**config.mk**
```make
export PLATFORM = sky130hd
export DESIGN_NAME = sorted_insert_priority_queue
export DESIGN_NICKNAME = d
export VERILOG_FILES = /design/src/design/spq_pkg.sv /design/src/design/spq_cell.sv /design/src/design/sorted_insert_priority_queue.sv
export SDC_FILE = /design/constraint.sdc
export NUM_CORES = 1
export LEC_CHECK = 0
export BUFFER_PORTS_ARGS = -buffer_cell sky130_fd_sc_hd__clkbuf_2
export CAP_MARGIN = 0
export CORE_AREA = 4 4 187 189
export CTS_BUF_LIST = sky130_fd_sc_hd__clkbuf_4 sky130_fd_sc_hd__clkbuf_8
export CTS_CLUSTER_SIZE = 40
export DETAILED_ROUTE_END_ITERATION = 10
export DIE_AREA = 0 0 191 193
export MAX_ROUTING_LAYER = met4
export PLACE_DENSITY = 0.64
export SLEW_MARGIN = 20
export SYNTH_ARGS = -nofsm -noshare
export SYNTH_HDL_FRONTEND = slang
export SYNTH_SLANG_ARGS = --single-unit
```
**constraint.sdc**
```tcl
create_clock -name clock -period 5.9 [get_ports clock]
set_clock_uncertainty 0.05 [all_clocks]
set_input_delay 1.475 -clock clock [delete_from_list [all_inputs] [get_ports clock]]
set_output_delay 1.475 -clock clock [all_outputs]
set_load 0.02 [all_outputs]
```
**src/design/spq_pkg.sv**
```systemverilog
// Shared types and constants for the sorted-insert priority queue.
`default_nettype none

package spq_pkg;

   localparam int QUEUE_DEPTH   = 16;
   localparam int PRIO_WIDTH    = 2;
   localparam int PAYLOAD_WIDTH = 16;
   localparam int FILL_WIDTH    = 5;

   localparam logic OP_ENQ = 1'b0;
   localparam logic OP_DEQ = 1'b1;

   typedef enum logic [1:0] {
      STATUS_OK    = 2'd0,
      STATUS_FULL  = 2'd1,
      STATUS_EMPTY = 2'd2
   } status_type;

   typedef struct packed {
      logic [PRIO_WIDTH-1:0]    prio;
      logic [PAYLOAD_WIDTH-1:0] payload;
   } entry_type;

   // Broadcast to every cell in the cycle a beat is accepted
   typedef struct packed {
      logic      enq;
      logic      deq;
      entry_type item;
   } cmd_type;

endpackage

`default_nettype wire

```
**src/design/spq_cell.sv**
```systemverilog
// One slot of the sorted shift chain: holds an entry, shifts or captures it.
`default_nettype none

module spq_cell (
   input  wire                      clock,
   input  wire spq_pkg::cmd_type    cmd,
   input  wire                      occupied,
   input  wire                      prev_gt,
   input  wire spq_pkg::entry_type  prev_entry,
   input  wire spq_pkg::entry_type  next_entry,
   output logic                     gt,
   output spq_pkg::entry_type       entry
);

   spq_pkg::entry_type entry_ff;
   spq_pkg::entry_type entry_in;

   // Entry here ranks behind the incoming one; chain is sorted, so
   // the first such cell is the insertion point.
   assign gt    = occupied && (entry_ff.prio > cmd.item.prio);
   assign entry = entry_ff;

   always_comb begin
      entry_in = entry_ff;
      if (cmd.enq) begin
         if (prev_gt) begin
            entry_in = prev_entry;
         end else if (gt || !occupied) begin
            entry_in = cmd.item;
         end
      end else if (cmd.deq) begin
         entry_in = next_entry;
      end
   end

   always_ff @(posedge clock) begin
      entry_ff <= entry_in;
   end

endmodule

`default_nettype wire

```
**src/design/sorted_insert_priority_queue.sv**
```systemverilog
// Top level: sorted shift-chain priority queue with command-style ports.
// Result strobe is registered and rises in the cycle after the accepting edge.
// Throughput: one command per cycle; every cell compares and shifts in parallel.
// busy is held low, so start is taken in every cycle it is high.
// The receiver cannot stall; each result shows for exactly one cycle.
// Reset clears the fill count and result strobe; stored entries need no reset.
`default_nettype none

module sorted_insert_priority_queue (
   input  wire         clock,
   input  wire         reset,
   input  wire         start,
   output logic        busy,
   input  wire  [0:0]  req_opcode,
   input  wire  [1:0]  req_priority_req,
   input  wire  [15:0] req_payload,
   output logic        rsp_valid,
   output logic [1:0]  rsp_status,
   output logic [1:0]  rsp_out_priority,
   output logic [15:0] rsp_out_payload,
   output logic [4:0]  rsp_fill_count
);

   localparam int Depth = spq_pkg::QUEUE_DEPTH;
   localparam int FillW = spq_pkg::FILL_WIDTH;

   logic                   accept;
   logic                   is_enq;
   logic                   full;
   logic                   empty;
   spq_pkg::cmd_type       cmd;
   logic [FillW-1:0]       count_ff;
   logic [FillW-1:0]       count_in;
   logic [Depth-1:0]       occupied;
   logic [Depth-1:0]       gt;
   spq_pkg::entry_type     entries [Depth];

   logic                   rsp_valid_ff;
   spq_pkg::status_type    status_ff;
   spq_pkg::status_type    status_in;
   spq_pkg::entry_type     out_ff;
   spq_pkg::entry_type     out_in;

   assign busy   = 1'b0;
   assign accept = start && !busy;
   assign is_enq = (req_opcode == spq_pkg::OP_ENQ);
   assign full   = (count_ff == FillW'(Depth));
   assign empty  = (count_ff == '0);

   assign cmd.enq          = accept && is_enq && !full;
   assign cmd.deq          = accept && !is_enq && !empty;
   assign cmd.item.prio    = req_priority_req;
   assign cmd.item.payload = req_payload;

   genvar i;
   generate
      for (i = 0; i < Depth; i++) begin : g_cell
         spq_pkg::entry_type prev_e;
         spq_pkg::entry_type next_e;
         logic               prev_g;

         assign occupied[i] = (count_ff > FillW'(i));

         if (i == 0) begin : g_first
            assign prev_g = 1'b0;
            assign prev_e = '0;
         end else begin : g_mid
            assign prev_g = gt[i-1];
            assign prev_e = entries[i-1];
         end

         if (i == Depth - 1) begin : g_last
            assign next_e = '0;
         end else begin : g_body
            assign next_e = entries[i+1];
         end

         spq_cell u_cell (
            .clock      (clock),
            .cmd        (cmd),
            .occupied   (occupied[i]),
            .prev_gt    (prev_g),
            .prev_entry (prev_e),
            .next_entry (next_e),
            .gt         (gt[i]),
            .entry      (entries[i])
         );
      end
   endgenerate

   always_comb begin
      count_in  = count_ff;
      status_in = spq_pkg::STATUS_OK;
      out_in    = '0;
      if (accept) begin
         if (is_enq) begin
            if (full) begin
               status_in = spq_pkg::STATUS_FULL;
            end else begin
               count_in = count_ff + FillW'(1);
            end
         end else begin
            if (empty) begin
               status_in = spq_pkg::STATUS_EMPTY;
            end else begin
               count_in = count_ff - FillW'(1);
               out_in   = entries[0];
            end
         end
      end
   end

   always_ff @(posedge clock) begin
      if (reset) begin
         count_ff     <= '0;
         rsp_valid_ff <= 1'b0;
      end else begin
         count_ff     <= count_in;
         rsp_valid_ff <= accept;
      end
      status_ff <= status_in;
      out_ff    <= out_in;
   end

   assign rsp_valid        = rsp_valid_ff;
   assign rsp_status       = status_ff;
   assign rsp_out_priority = out_ff.prio;
   assign rsp_out_payload  = out_ff.payload;
   assign rsp_fill_count   = count_ff;

`ifndef ASSERT_OFF
   a_count_bound: assert property (@(posedge clock) disable iff (reset)
      count_ff <= FillW'(Depth))
      else $error("fill count above depth");

   a_full_refused: assert property (@(posedge clock) disable iff (reset)
      accept && is_enq && full |=> rsp_valid && rsp_status == spq_pkg::STATUS_FULL
         && rsp_fill_count == FillW'(Depth))
      else $error("enqueue on full queue not refused");

   a_empty_zero: assert property (@(posedge clock) disable iff (reset)
      rsp_valid && rsp_status == spq_pkg::STATUS_EMPTY |->
         rsp_out_payload == '0 && rsp_out_priority == '0 && rsp_fill_count == '0)
      else $error("empty dequeue result not cleared");

   a_deq_count: assert property (@(posedge clock) disable iff (reset)
      cmd.deq |=> count_ff == $past(count_ff) - FillW'(1))
      else $error("dequeue did not drop fill count");
`endif

endmodule

`default_nettype wire
```
==> results.sh <==
export IMPL_final_setup_tns_ps=0
export IMPL_critPathLaunchType="input port"
export IMPL_n_antenna_cell=0
export IMPL_mappedNetlistNets=1635
export IMPL_ant_nets=0
export IMPL_r2r_worst_path_cells=6
export IMPL_netlist_cell_type_count=59
export IMPL_clock_tree_from_tritoncts="done"
export IMPL_report_final_slew_viol_count=0
export IMPL_irDropWorstVdd_mv=0.195
export IMPL_whs_ps=453
export IMPL_critPathSlowestCell="a21oi_2"
export IMPL_portBuffers=47
export IMPL_remaining_routing_drc_violations=0
export IMPL_critical_path_peak_fanout=19
export IMPL_cts_htree_levels=2
export IMPL_crit_type="in -> reg"
export IMPL_detailroute_via_count=12700
export IMPL_report_final_setup_viol=0
export IMPL_layout_cells_most_common="edfxtp_1"
export IMPL_nets=1625
export IMPL_fmax_ghz=0.239
export IMPL_syn_inst=1575
export IMPL_post_placement_cell_area_sq_um=17200
export IMPL_maxCapViolations=0
export IMPL_row_count=67
export IMPL_die_height_microns=193
export IMPL_drt_total_wl_microns=46900
export IMPL_floorplan_initialDensity_pct=50.5
export IMPL_clock_sink_count=314
export IMPL_timing_slew_headroom_pct=31.7
export IMPL_numCtsBuffers=53
export IMPL_rsz_0062_raised_after_global_routing="false"
export IMPL_gr_total_overflow=0
export IMPL_syn_area_per_cell_sq_um=10.7
export IMPL_total_power_uw=6590
export IMPL_die_boundary_width_microns=191
export IMPL_vias_per_cell=6.16
export IMPL_p_leak_uw=0.00770
export IMPL_final_area_sq_um=18300
export IMPL_path_cells="clkbuf_2, inv_1, ha_1, nor2b_1, o21a_1, a211oi_1, a21oi_2"
export IMPL_global_route_usage_total_pct=25.8
export IMPL_worst_path_largest_cell_delay_ps=820
export IMPL_floorplan_core_area_sq_um=33300
export IMPL_portion_of_the_post_synthesis_area_used_by_sequential_elements_pct=54.6
export IMPL_dominantRegCellSynth="edfxtp_1"
export IMPL_regToRegEndpoint="g_cell[3].u_cell.entry[0]"
export IMPL_first_iter_violations=1382
export IMPL_timing_final_hold_violations=0
export IMPL_area_delta_synth_final_pct=8.99
export IMPL_arrival_ps=4330
export IMPL_final_min_clock_period_ps=4190
export IMPL_dp_hpwl_microns=31300
export IMPL_kind_of_capture_point_of_the_worst_setup_path="register"
export IMPL_worst_hold_path_type="reg -> reg"
export IMPL_grt_max_degree=160
export IMPL_tightest_slew_ps=1030
export IMPL_worst_r2r_setup_slack_ps=2460
export IMPL_die_area_sq_um=36900
export IMPL_critPathRequiredTime_ps=6040
export IMPL_reg2reg_from="rsp_fill_count[1]"
export IMPL_synth_seq_cells=314
export IMPL_finish_utilization_pct=55.0
export IMPL_number_of_buffers_added_for_setup_after_cts=0
export IMPL_powerDensity_nw_per_um2=360
export IMPL_most_common_layout_cells="edfxtp_1, nand2_1, mux2i_1"
export IMPL_dr_pass1_iters=5
export IMPL_synth_warning_count=0
export IMPL_antenna_found_initial=1
export IMPL_clk_root_buffer_cell="clkbuf_8"
export IMPL_layout_drive_gt1_share_pct=12.7
export IMPL_final_fill_count=2897
export IMPL_holdPathStages=1
export IMPL_gp_routability_congestion=0.864
export IMPL_cts_hold_buffers=0
export IMPL_wire_length_of_the_first_global_routing_pass_microns=72000
export IMPL_flip_flop_and_latch_area_sq_um=9170
export IMPL_wl_per_cell_microns=22.8
export IMPL_cts_clk_slew_worst_paths_ps=60
export IMPL_synth_edff_count=288
export IMPL_syn_area_sq_um=16800
export IMPL_worstSetupEndpoint="g_cell[12].u_cell.entry[3]"
export IMPL_cts_resized=0
export IMPL_first_global_vias=12100
export IMPL_outcome="finished, final reports clean"
export IMPL_clock_tree_buffer_depth=3
export IMPL_clkLatencyLatePin_ps=610
export IMPL_crit_path_start="req_priority_req[1]"
export IMPL_timing_final_crit_share_pct=71.0
export IMPL_top_level_ports=49
export IMPL_synth_async_sr_flop_share_pct=0
export IMPL_multi_input_comb_area_sq_um=6880
synthesized netlist by cell type, types with 21 or more instances:
cell type	count	area [sq um]
edfxtp_1	288	8650
nand2_1	282	1060
mux2i_1	163	1630
o21ai_0	159	796
nand4_1	72	450
nor2_1	70	263
o211ai_1	70	526
clkbuf_1	62	233
buf_2	60	300
a31oi_1	44	275
o21ai_1	40	200
ha_1	38	475
a21oi_1	27	135
dfxtp_1	26	521
inv_1	21	78.8
worst min-delay path by stage:
stage / endpoint / from / slack [ps]
after floorplan: rsp_out_payload[0] / g_cell[0].u_cell.entry[0] / 420
after global placement: rsp_out_payload[2] / g_cell[0].u_cell.entry[2] / 440
after detailed placement: rsp_out_payload[3] / g_cell[0].u_cell.entry[3] / 440
after CTS: rsp_out_payload[2] / g_cell[0].u_cell.entry[2] / 450
after global routing: rsp_out_payload[2] / g_cell[0].u_cell.entry[2] / 480
final: rsp_out_payload[2] / g_cell[0].u_cell.entry[2] / 450
cells by family (layout without fill, tap and decap cells):
kind of cell    Yosys count  after routing  synth area share [%]
buf+inv                 171            205                  5.27
compound gates          379            379                  13.8
fa+ha+maj                38             38                  2.83
other cells               1              1                0.0223
flops                   314            314                  54.6
simple gates            507            507                  13.7
mux                     163            163                  9.71
xor+xnor                  2              2                 0.104
per-stage QoR:
step                setup WS, ps  instances
floorplan                   1340       1575
global placement            1250       1958
finish                      1710       2057
global route                1510       2057
CTS                         1750       2057
detailed placement          1140       1958
critical path: cells and delay by family:
kind,cells,cell delay [ps]
buf+inv,2,650
fa+ha+maj,1,440
compound gates,3,1590
simple gates,1,170
cell type report:
class / instances / area share (%)
repair buffers: 85 / 3.05
clock buffers: 80 / 5.36
well taps: 448 / 3.06
flip-flops and latches: 314 / 50.1
clock inverters: 19 / 0.437
inverters: 21 / 0.431
multi-input cells: 1090 / 37.6
sequential cells by signal, summed over array words and instances (netlist names):
name,count
rsp_valid,1
rsp_out_priority,2
rsp_fill_count,5
g_cell.u_cell.entry,288
rsp_status,2
rsp_out_payload,16
power by group:
group	switching [uW]	total, uW	internal (uW)
clock network	897	1960	1060
logic	1010	1500	485
registers	214	3130	2920
metal layers:
metal,wire (microns),part of all wire (%),GRT usage (%)
met5,0,0,-
met4,1140,2.4,7.27
met3,3900,8.3,4.57
met2,20600,44,37.7
met1,21200,45,37.4
Power figures use the tool's default switching activity.
